[src/rss_pkg.sv]
// ----------------------------------------------------------------------------
// rss_pkg
// shared widths, command and status codes for the random sample set
// ----------------------------------------------------------------------------
package rss_pkg;

  localparam int DATA_W       = 32;
  localparam int CAPACITY_DEF = 64;

  typedef logic [1:0] cmd_t;
  typedef logic [2:0] status_t;

  localparam cmd_t CMD_INSERT = 2'd0;
  localparam cmd_t CMD_REMOVE = 2'd1;
  localparam cmd_t CMD_PICK   = 2'd2;

  localparam status_t ST_OK      = 3'd0;
  localparam status_t ST_PRESENT = 3'd1;
  localparam status_t ST_ABSENT  = 3'd2;
  localparam status_t ST_FULL    = 3'd3;
  localparam status_t ST_EMPTY   = 3'd4;

endpackage

[src/rss_mem.sv]
// ----------------------------------------------------------------------------
// rss_mem
// element store: one write port, one read port, registered read data
// ----------------------------------------------------------------------------
module rss_mem #(
  parameter int DEPTH  = rss_pkg::CAPACITY_DEF,
  parameter int ADDR_W = $clog2(rss_pkg::CAPACITY_DEF)
) (
  input  logic                        clk,
  input  logic                        wr_en,
  input  logic [ADDR_W-1:0]           wr_addr,
  input  logic [rss_pkg::DATA_W-1:0]  wr_data,
  input  logic                        rd_en,
  input  logic [ADDR_W-1:0]           rd_addr,
  output logic [rss_pkg::DATA_W-1:0]  rd_data
);
  import rss_pkg::*;

  logic [DATA_W-1:0] mem [DEPTH];

  always_ff @(posedge clk) begin
    if (wr_en) begin
      mem[wr_addr] <= wr_data;
    end
  end

  always_ff @(posedge clk) begin
    if (rd_en) begin
      rd_data <= mem[rd_addr];
    end
  end

endmodule

[src/rss_mod.sv]
// ----------------------------------------------------------------------------
// rss_mod
// restoring remainder unit: one dividend bit per cycle
// ----------------------------------------------------------------------------
module rss_mod #(
  parameter int CNT_W = $clog2(rss_pkg::CAPACITY_DEF + 1)
) (
  input  logic                        clk,
  input  logic                        rst,
  input  logic                        start,
  input  logic [rss_pkg::DATA_W-1:0]  dividend,
  input  logic [CNT_W-1:0]            divisor,
  output logic                        done,
  output logic [CNT_W-1:0]            remainder
);
  import rss_pkg::*;

  localparam int STEP_W = $clog2(DATA_W);

  logic              busy;
  logic [STEP_W-1:0] step;
  logic [DATA_W-1:0] dvd;
  logic [CNT_W-1:0]  dsr;
  logic [CNT_W:0]    trial;
  logic              fits;

  assign trial = {remainder, dvd[DATA_W-1]};
  assign fits  = trial >= {1'b0, dsr};

  always_ff @(posedge clk) begin
    if (rst) begin
      busy <= 1'b0;
      done <= 1'b0;
      step <= '0;
    end else begin
      done <= 1'b0;
      if (start) begin
        busy <= 1'b1;
        step <= '0;
      end else if (busy) begin
        step <= step + 1'b1;
        if (step == STEP_W'(DATA_W - 1)) begin
          busy <= 1'b0;
          done <= 1'b1;
        end
      end
    end
  end

  always_ff @(posedge clk) begin
    if (start) begin
      dvd       <= dividend;
      dsr       <= divisor;
      remainder <= '0;
    end else if (busy) begin
      dvd <= {dvd[DATA_W-2:0], 1'b0};
      // partial remainder always stays below the divisor
      if (fits) begin
        remainder <= CNT_W'(trial - {1'b0, dsr});
      end else begin
        remainder <= trial[CNT_W-1:0];
      end
    end
  end

endmodule

[src/random_sample_set_core.sv]
// ----------------------------------------------------------------------------
// random_sample_set_core
// set of distinct 32-bit values with insert, remove and random pick
// ----------------------------------------------------------------------------
// Commands enter on the s_ group: s_tuser carries the command, s_tdata the
// value and the random word. One result word leaves on the m_ group per
// command: m_tdata is the picked value, m_tuser holds success and status.
// Live values sit packed in a single-port-read memory of CAPACITY entries.
// Insert and remove scan the live entries one per cycle through the memory
// read port; a remove that hits then reads the last entry and writes it over
// the matching slot. Random pick runs the remainder unit on the random word
// and the count, then one memory read at the remainder gives the picked
// value. One command is in flight at a time; s_tready rises the cycle after
// the result has been moved to the output register, so the next command can
// be taken while the previous result still waits for m_tready. If the
// receiver stalls, the following result waits in the core and s_tready stays
// low. Reset empties the set at once; memory contents need no clear.
// ----------------------------------------------------------------------------
module random_sample_set_core #(
  parameter int CAPACITY = rss_pkg::CAPACITY_DEF
) (
  input  logic                          clk,
  input  logic                          rst,
  input  logic                          s_tvalid,
  output logic                          s_tready,
  input  logic [2*rss_pkg::DATA_W-1:0]  s_tdata,   // value, random_word
  input  rss_pkg::cmd_t                 s_tuser,   // cmd
  output logic                          m_tvalid,
  input  logic                          m_tready,
  output logic [rss_pkg::DATA_W-1:0]    m_tdata,   // picked_value
  output logic [3:0]                    m_tuser    // success, status
);
  import rss_pkg::*;

  localparam int CNT_W  = $clog2(CAPACITY + 1);
  localparam int ADDR_W = $clog2(CAPACITY);

  localparam logic [2:0] S_IDLE = 3'd0;
  localparam logic [2:0] S_SCAN = 3'd1;
  localparam logic [2:0] S_MOVE = 3'd2;
  localparam logic [2:0] S_DIV  = 3'd3;
  localparam logic [2:0] S_PICK = 3'd4;
  localparam logic [2:0] S_RESP = 3'd5;

  logic [2:0]        state;
  logic [CNT_W-1:0]  count;
  logic [CNT_W-1:0]  scan_idx;
  logic              chk_vld;
  logic [ADDR_W-1:0] chk_idx;
  logic [ADDR_W-1:0] slot;
  cmd_t              cmd_r;
  logic [DATA_W-1:0] key_r;
  logic              res_ok;
  logic [DATA_W-1:0] res_pick;
  status_t           res_status;

  logic              accept;
  logic              match;
  logic              scan_end;
  logic              full;
  logic [CNT_W-1:0]  last;

  logic              wr_en;
  logic [ADDR_W-1:0] wr_addr;
  logic [DATA_W-1:0] wr_data;
  logic              rd_en;
  logic [ADDR_W-1:0] rd_addr;
  logic [DATA_W-1:0] rd_data;

  logic              mod_start;
  logic              mod_done;
  logic [CNT_W-1:0]  mod_rem;

  assign s_tready  = state == S_IDLE;
  assign accept    = s_tvalid && s_tready;
  assign match     = chk_vld && (rd_data == key_r);
  assign scan_end  = scan_idx == count;
  assign full      = count >= CNT_W'(CAPACITY);
  assign last      = count - 1'b1;
  assign mod_start = accept && (s_tuser == CMD_PICK) && (count != '0);

  // memory port control
  always_comb begin
    wr_en   = 1'b0;
    wr_addr = count[ADDR_W-1:0];
    wr_data = key_r;
    rd_en   = 1'b0;
    rd_addr = scan_idx[ADDR_W-1:0];
    unique case (state)
      S_SCAN: begin
        if (match) begin
          if (cmd_r == CMD_REMOVE) begin
            rd_en   = 1'b1;
            rd_addr = last[ADDR_W-1:0];
          end
        end else if (!scan_end) begin
          rd_en = 1'b1;
        end else if (cmd_r == CMD_INSERT && !full) begin
          wr_en = 1'b1;
        end
      end
      S_MOVE: begin
        wr_en   = 1'b1;
        wr_addr = slot;
        wr_data = rd_data;
      end
      S_DIV: begin
        rd_en   = mod_done;
        rd_addr = mod_rem[ADDR_W-1:0];
      end
      default: begin
      end
    endcase
  end

  always_ff @(posedge clk) begin
    if (rst) begin
      state    <= S_IDLE;
      count    <= '0;
      chk_vld  <= 1'b0;
      m_tvalid <= 1'b0;
    end else begin
      if (state == S_RESP && (!m_tvalid || m_tready)) begin
        m_tvalid <= 1'b1;
      end else if (m_tvalid && m_tready) begin
        m_tvalid <= 1'b0;
      end
      unique case (state)
        S_IDLE: begin
          chk_vld <= 1'b0;
          if (accept) begin
            if (s_tuser == CMD_INSERT || s_tuser == CMD_REMOVE) begin
              state <= S_SCAN;
            end else if (mod_start) begin
              state <= S_DIV;
            end else begin
              state <= S_RESP;
            end
          end
        end
        S_SCAN: begin
          chk_vld <= rd_en && !match;
          if (match) begin
            state <= (cmd_r == CMD_REMOVE) ? S_MOVE : S_RESP;
          end else if (scan_end) begin
            state <= S_RESP;
            if (cmd_r == CMD_INSERT && !full) begin
              count <= count + 1'b1;
            end
          end
        end
        S_MOVE: begin
          count <= last;
          state <= S_RESP;
        end
        S_DIV: begin
          if (mod_done) begin
            state <= S_PICK;
          end
        end
        S_PICK: begin
          state <= S_RESP;
        end
        S_RESP: begin
          if (!m_tvalid || m_tready) begin
            state <= S_IDLE;
          end
        end
        default: begin
          state <= S_IDLE;
        end
      endcase
    end
  end

  // payload and scan bookkeeping
  always_ff @(posedge clk) begin
    if (accept) begin
      cmd_r      <= s_tuser;
      key_r      <= s_tdata[DATA_W-1:0];
      scan_idx   <= '0;
      res_ok     <= 1'b0;
      res_pick   <= '0;
      res_status <= (s_tuser == CMD_PICK && count == '0) ? ST_EMPTY : ST_OK;
    end
    if (state == S_SCAN) begin
      if (rd_en && !match) begin
        scan_idx <= scan_idx + 1'b1;
        chk_idx  <= scan_idx[ADDR_W-1:0];
      end
      if (match) begin
        slot <= chk_idx;
        if (cmd_r == CMD_REMOVE) begin
          res_ok <= 1'b1;
        end else begin
          res_status <= ST_PRESENT;
        end
      end else if (scan_end) begin
        if (cmd_r == CMD_REMOVE) begin
          res_status <= ST_ABSENT;
        end else if (full) begin
          res_status <= ST_FULL;
        end else begin
          res_ok <= 1'b1;
        end
      end
    end
    if (state == S_PICK) begin
      res_ok   <= 1'b1;
      res_pick <= rd_data;
    end
    if (state == S_RESP && (!m_tvalid || m_tready)) begin
      m_tdata <= res_pick;
      m_tuser <= {res_status, res_ok};
    end
  end

  rss_mem #(
    .DEPTH  (CAPACITY),
    .ADDR_W (ADDR_W)
  ) u_mem (
    .clk     (clk),
    .wr_en   (wr_en),
    .wr_addr (wr_addr),
    .wr_data (wr_data),
    .rd_en   (rd_en),
    .rd_addr (rd_addr),
    .rd_data (rd_data)
  );

  rss_mod #(
    .CNT_W (CNT_W)
  ) u_mod (
    .clk       (clk),
    .rst       (rst),
    .start     (mod_start),
    .dividend  (s_tdata[2*DATA_W-1:DATA_W]),
    .divisor   (count),
    .done      (mod_done),
    .remainder (mod_rem)
  );

endmodule
[config.mk]
export PLATFORM = sky130hd
export DESIGN_NAME = random_sample_set_core
export DESIGN_NICKNAME = d
export VERILOG_FILES = /design/src/rss_pkg.sv /design/src/rss_mem.sv /design/src/rss_mod.sv /design/src/random_sample_set_core.sv
export SDC_FILE = /design/constraint.sdc
export NUM_CORES = 2
export LEC_CHECK = 0
export BUFFER_PORTS_ARGS = -buffer_cell sky130_fd_sc_hd__buf_4
export CORE_MARGIN = 2
export CORE_UTILIZATION = 35
export CTS_CLUSTER_DIAMETER = 30
export DETAILED_ROUTE_END_ITERATION = 10
export PLACE_DENSITY = 0.49
export SLEW_MARGIN = 20
export SYNTH_ARGS = -nofsm -noshare
export SYNTH_HDL_FRONTEND = slang
export SYNTH_SLANG_ARGS = --single-unit
[constraint.sdc]
create_clock -name clk -period 8.9 [get_ports clk]
set_clock_uncertainty 0.15 [all_clocks]
set_input_delay 0.445 -clock clk [delete_from_list [all_inputs] [get_ports clk]]
set_output_delay 0.445 -clock clk [all_outputs]
set_load 0.02 [all_outputs]
[After elaboration in Yosys (flattened, before gate mapping)]
Memory sizes are Yosys's and may differ from the RTL's. A register that Yosys moved wholly into a read port is not among the register bits.
Cells that the tools add are included.
Word-level totals
  register bits after elaboration: 190
  input bits: 70
  memories kept: 1
  bits in writable memories: 2048
  output and inout port bits: 38
Memory list
  u_mem.mem: depth 64, width 32, read ports 1, clocked after Yosys merged registers in 1, write ports 1, line rss_mem.sv:19  | logic [DATA_W-1:0] mem [DEPTH];
Cells by class
  reduce and logical (&&, ||, !) cells: 31
  order comparisons: 2
  mux-type cells: 58
  eq/ne operators: 18
  add/sub/neg operators: 5
  bitwise gates (word level): 1
Operators with widths (number)
  two-way mux 32 bit: 5
  two-way mux 7 bit: 7
  two-way mux 3 bit: 16
  equality test 32 bit: 1
  two-way mux 1 bit: 21
  two-way mux 6 bit: 3
  one-hot mux 3 bit (5 select lines): 1
  adder 7 x 1 -> 7 bit (second input constant): 2
  one-hot mux 7 bit (2 select lines): 1
  one-hot mux 6 bit (2 select lines): 1
  nonzero test 2 bit: 5
  logical AND 1 bit: 9
  greater-or-equal comparator 8 x 7 -> 1 bit: 1
  AND reduction 4 bit: 2
  equality test 7 bit: 1
  greater-or-equal comparator 7 bit (second input constant): 1
  logical NOT 7 bit: 1
  nonzero test 7 bit: 1
  subtractor 7 x 1 -> 7 bit (second input constant): 1
  subtractor 7 bit: 1
  equality test 3 x 2 -> 1 bit (second input constant): 2
  equality test 3 bit (second input constant): 2
  != test 2 x 1 -> 1 bit (second input constant): 3
  != test 2 bit (second input constant): 3
  other kinds (15): 24

[Longest topological paths before layout]
  word-level depth: 9
  gate-level depth with buffers: 14

[Hierarchy]
Synthesis repeated with hierarchy kept, for this count alone.
Second synthesis, totals
  cells, all modules: 4087
  area total of the unflattened synthesis: 87765.4 um2
Modules (own cells, without submodules)
  rss_mem: cells each 3324, sequential area each 62459.9 um2, times used 1, area each 78835.6 um2
  random_sample_set_core: cells each 561, sequential area each 3883.7 um2, times used 1, area each 6283.5 um2
  rss_mod: cells each 202, sequential area each 1451.4 um2, times used 1, area each 2646.3 um2

[Worst setup path after synthesis]
OpenSTA, ideal clock, no wires.
  path kind: register to register
  from: reg count[4]
  to: mem u_mem.mem[22][0] (enable)
  setup slack: 4848 ps
  cell stages (with the launch flop): 11
  buffers on the path: 2
  setup time: 421 ps
  data arrival time: 3481 ps
  cells stage by stage: dfxtp_1 clkbuf_1 xor2_1 nor4_1 nand4_1 nor2_1 a21oi_1 clkbuf_1 nor2_1 nand2_1 nor2_1
On the way
  longest elaborated chain between the ends: 9
  elaborated cells on any way between the ends: 11
Ends and longest elaborated chain
  start: declaration: line random_sample_set_core.sv:46  | logic [CNT_W-1:0] count;
  start signal: assignment: line random_sample_set_core.sv:148  | count <= count + 1'b1;
  start signal: assignment: line random_sample_set_core.sv:153  | count <= last;
  greater-or-equal comparator 7 bit: line random_sample_set_core.sv:78  | assign full = count >= CNT_W'(CAPACITY);
  logical NOT 1 bit: line random_sample_set_core.sv:98  | end else if (cmd_r == CMD_INSERT && !full) begin
  logical AND 1 bit: line random_sample_set_core.sv:98
  two-way mux 1 bit: line random_sample_set_core.sv:98
  two-way mux 1 bit: line random_sample_set_core.sv:96  | end else if (!scan_end) begin
  two-way mux 1 bit: line random_sample_set_core.sv:91  | if (match) begin
  one-hot mux 1 bit (2 select lines): line random_sample_set_core.sv:89  | unique case (state)
  two-way mux 1 bit: line rss_mem.sv:22  | if (wr_en) begin
  two-way mux 1 bit (implied by the code): line rss_mem.sv:23  | mem[wr_addr] <= wr_data;
  end: declaration: line rss_mem.sv:19
Several ways; a longest one is shown, not always the timed one.

[Final worst setup path]
  from: reg u_mem.rd_data[5] (netlist bit), read port of u_mem.mem
  to: reg u_mem.rd_data[21] (netlist bit), read port of u_mem.mem (data pin)
On the way
  longest elaborated chain between the ends: 4
  elaborated cells on any way between the ends: 6
Ends and longest elaborated chain
  start: declaration: line rss_mem.sv:15  | output logic [rss_pkg::DATA_W-1:0] rd_data
  equality test 32 bit (*): line random_sample_set_core.sv:76  | assign match = chk_vld && (rd_data == key_r);
  logical AND 1 bit (*): line random_sample_set_core.sv:76
  two-way mux 6 bit / two-way mux 1 bit (equally long branches): line random_sample_set_core.sv:91
  one-hot mux 6 bit (2 select lines) / one-hot mux 1 bit (2 select lines) (equally long branches): line random_sample_set_core.sv:89
Mark *: on every way between the ends. The rest lies on a longest branch, timed or not.
A chain may end at the register's enable or synchronous reset.

==> metrics.md <==
| Metric | Value |
|---|---|
| DR vias | 44.9k |
| Io pins | 108 |
| Clk slew on worst S/H paths | 50 ps |
| Crit path DAT | 6420 ps |
| CTS tree | done |
| Die area | 0.251 mm2 |
| Final ANT Viol Nets | 0 |
| Total track usage | 0.204 |
| Mapped Area | 0.0864 mm2 |
| Vias in the first global route | 45.5k |
| Max-Cap Viols | 0 |
| Hold Path Class | in2reg |
| Ys async rst share | 0 |
| Routability cong. | 0.863 |
| Design Area, Final | 0.108 mm2 |
| Vias per cell | 5.45 |
| Syn_area_per_cell | 21.3 um2 |
| Worst-Skew Late Latency | 1010 ps |
| Commonest non-fill, non-tap cell in the layout | edfxtp_1 |
| Initial DRC Count | 5522 |
| Status | finished clean |
| Sequential fraction of the synthesis area | 0.784 |
| Kind of critical path | reg2reg |
| Syn Nets | 4135 |
| CP required | 9540 ps |
| Wire per inst | 31.3 um |
| Final Hold Fails | 0 |
| Leak pwr | 0.0349 uW |
| Total setup buffers inserted after CTS | 0 |
| Layout cells sized above 1 | 0.330 |
| Count of cell types in the netlist | 57 |
| Die H | 501 um |
| Worst slew pin tran | 1270 ps |
| First-pass iteration count of the detailed router | 6 |
| Fill cells | 20.9k |
| WL final | 258000 um |
| Clk buf depth | 4 |
| Tcrit/Tclk final | 0.650 |
| Seq cells post-synth | 2270 |
| Max Clock Freq | 173 MHz |
| DP Area | 0.0923 mm2 |
| Slew headroom | 0.144 |
| Grt ovf | 0 |
| Root buf cell | clkbuf_16 |
| Final setup viols | 0 |
| CP max FO | 42 |
| IO buf count | 107 |
| PwrDens | 311 mW/mm2 |
| Starting Density | 0.352 |
| Post-Synthesis Cells | 4051 |
| DRC viols | 0 |
| Core region area | 0.246 mm2 |
| Largest net degree at the start of global routing | 109 |
| Slew Viols, Final | 0 |
| Clock sink total | 2270 |
| Die Width | 501 um |
| Detail Placement HPWL | 143000 um |
| Number of synthesized flops with an enable pin | 2233 |
| Crit path time final | 5790 ps |
| H-Tree Depth | 5 |
| First-pass GRT wire length | 358000 um |
| RSZ-0062 raised after global routing | no |
| CTS Buf Count | 452 |
| Setup TNS | 0 ps |
| Warnings from Yosys | 0 |
| Setup crit end kind | flip-flop |
| Most frequent cells in the layout | edfxtp_1 (2233), mux4_2 (504), clkbuf_16 (460) |
| Num rows | 182 |
| Initial antenna violation count | 22 |
| Layout area overhead | 25.5% |
| Synth Flop Type | edfxtp_1 |
| Critical Path Start Type | flip-flop |
| Worst IR Drop VDD | 0.000222 V |
| Fin nets | 4725 |
[timing repair]
| item | in CTS | in global routing |
|---|---|---|
| endpoints found under the hold margin | 95 | 0 |
| gates resized for setup | 0 | 0 |
| hold buffers | 78 | 0 |
[final cells by class]
cell class | count | area, um2 | area share
clock inverter | 310 | 3640 | 0.0336
antenna | 15 | 37.5 | 0.000346
multi-input combinational | 1557 | 18300 | 0.169
tap | 3220 | 4030 | 0.0372
sequential | 2270 | 67800 | 0.625
clock buffer | 506 | 11700 | 0.108
timing repair buffer | 343 | 2900 | 0.0267
inverter | 17 | 63.8 | 0.000589
[worst max-delay path, cell delays in order (launching register included)]
cell	delay, ps
edfxtp_1	540
xnor2_1	240
nand4_1	240
nor2_1	490
nand3_1	280
a221oi_4	470
buf_4	430
buf_4	630
mux4_2	340
o22ai_1	280
nor4_1	1010
and3_1	430
[cell usage after synthesis (7+ instances only)]
cell	number	area share
nor3_1	44	0.0025
nand3_1	57	0.0033
nor4_1	34	0.0025
mux2_2	32	0.0042
ha_1	13	0.0019
inv_1	17	0.00074
dfxtp_1	37	0.0086
a21oi_1	22	0.0013
nand4_1	29	0.0021
xor2_1	11	0.0011
clkbuf_1	72	0.0031
nor2_1	111	0.0048
buf_4	49	0.0043
and2_1	37	0.0027
nor2b_1	7	0.00051
buf_1	10	0.00043
buf_2	72	0.0042
mux4_2	504	0.13
o21ai_0	17	0.00098
and3_1	36	0.0026
edfxtp_1	2233	0.78
nand2b_1	8	0.00058
o22ai_1	220	0.016
xnor2_1	42	0.0043
mux2i_1	16	0.0019
nand2_1	240	0.010
[stage by stage]
step	cells	utilization	power (uW)	setup WS, ps	hold WS, ps
detailed placement	7329	0.376	17100	3130	255
CTS	8223	0.441	34100	3090	1.26
global route	8227	0.441	34900	3040	39.3
floorplan	4051	-	15800	4850	250
finish	8238	0.441	33800	3110	71.5
global placement	7321	0.375	17100	2470	254
[cell families after synthesis]
group                      after synthesis  share of synthesized area
adders and majority gates               14                    0.00211
DFF                                   2270                      0.784
AOI/OAI and AO/OA                      308                     0.0228
muxes                                  552                      0.137
xor gates and xnor gates                53                    0.00537
buffers and inverters                  224                     0.0132
and+or+nand+nor                        630                     0.0346
[registers in the layout, summed over array words and instances (netlist names), 7 cells and up]
| name | cells |
|---|---|
| u_mem.mem | 2048 |
| m_tdata | 32 |
| u_mem.rd_data | 32 |
| scan_idx | 7 |
| u_mod.remainder | 7 |
| u_mod.dvd | 32 |
| count | 7 |
| key_r | 32 |
| res_pick | 32 |
| u_mod.dsr | 7 |
[power by group]
| group | total (uW) | internal, uW | switching, uW |
|---|---|---|---|
| combinational | 4310 | 1870 | 2440 |
| sequential | 12500 | 12400 | 160 |
| clock | 16900 | 11500 | 5440 |
[metal layers]
layer,GRT usage,up-vias,part of all wire,routed length [um]
met3,0.0458,357,0.078,20200
met5,0,-,0.00016,40
met2,0.310,1909,0.46,118000
met4,0.0626,6,0.025,6520
li1,-,18300,-,-
met1,0.293,24300,0.44,113000
[final timing paths]
check | cells past startpoint | endpoint | start | slack (ps)
max | 11 | u_mem.rd_data[21] | u_mem.rd_data[5] | 3110
min | 2 | cmd_r[1] | s_tuser[1] | 70
max reg2reg | 11 | u_mem.rd_data[21] | u_mem.rd_data[5] | 3110
min reg2reg | 0 | m_tdata[3] | res_pick[3] | 270
Power figures use the tool's default switching activity.
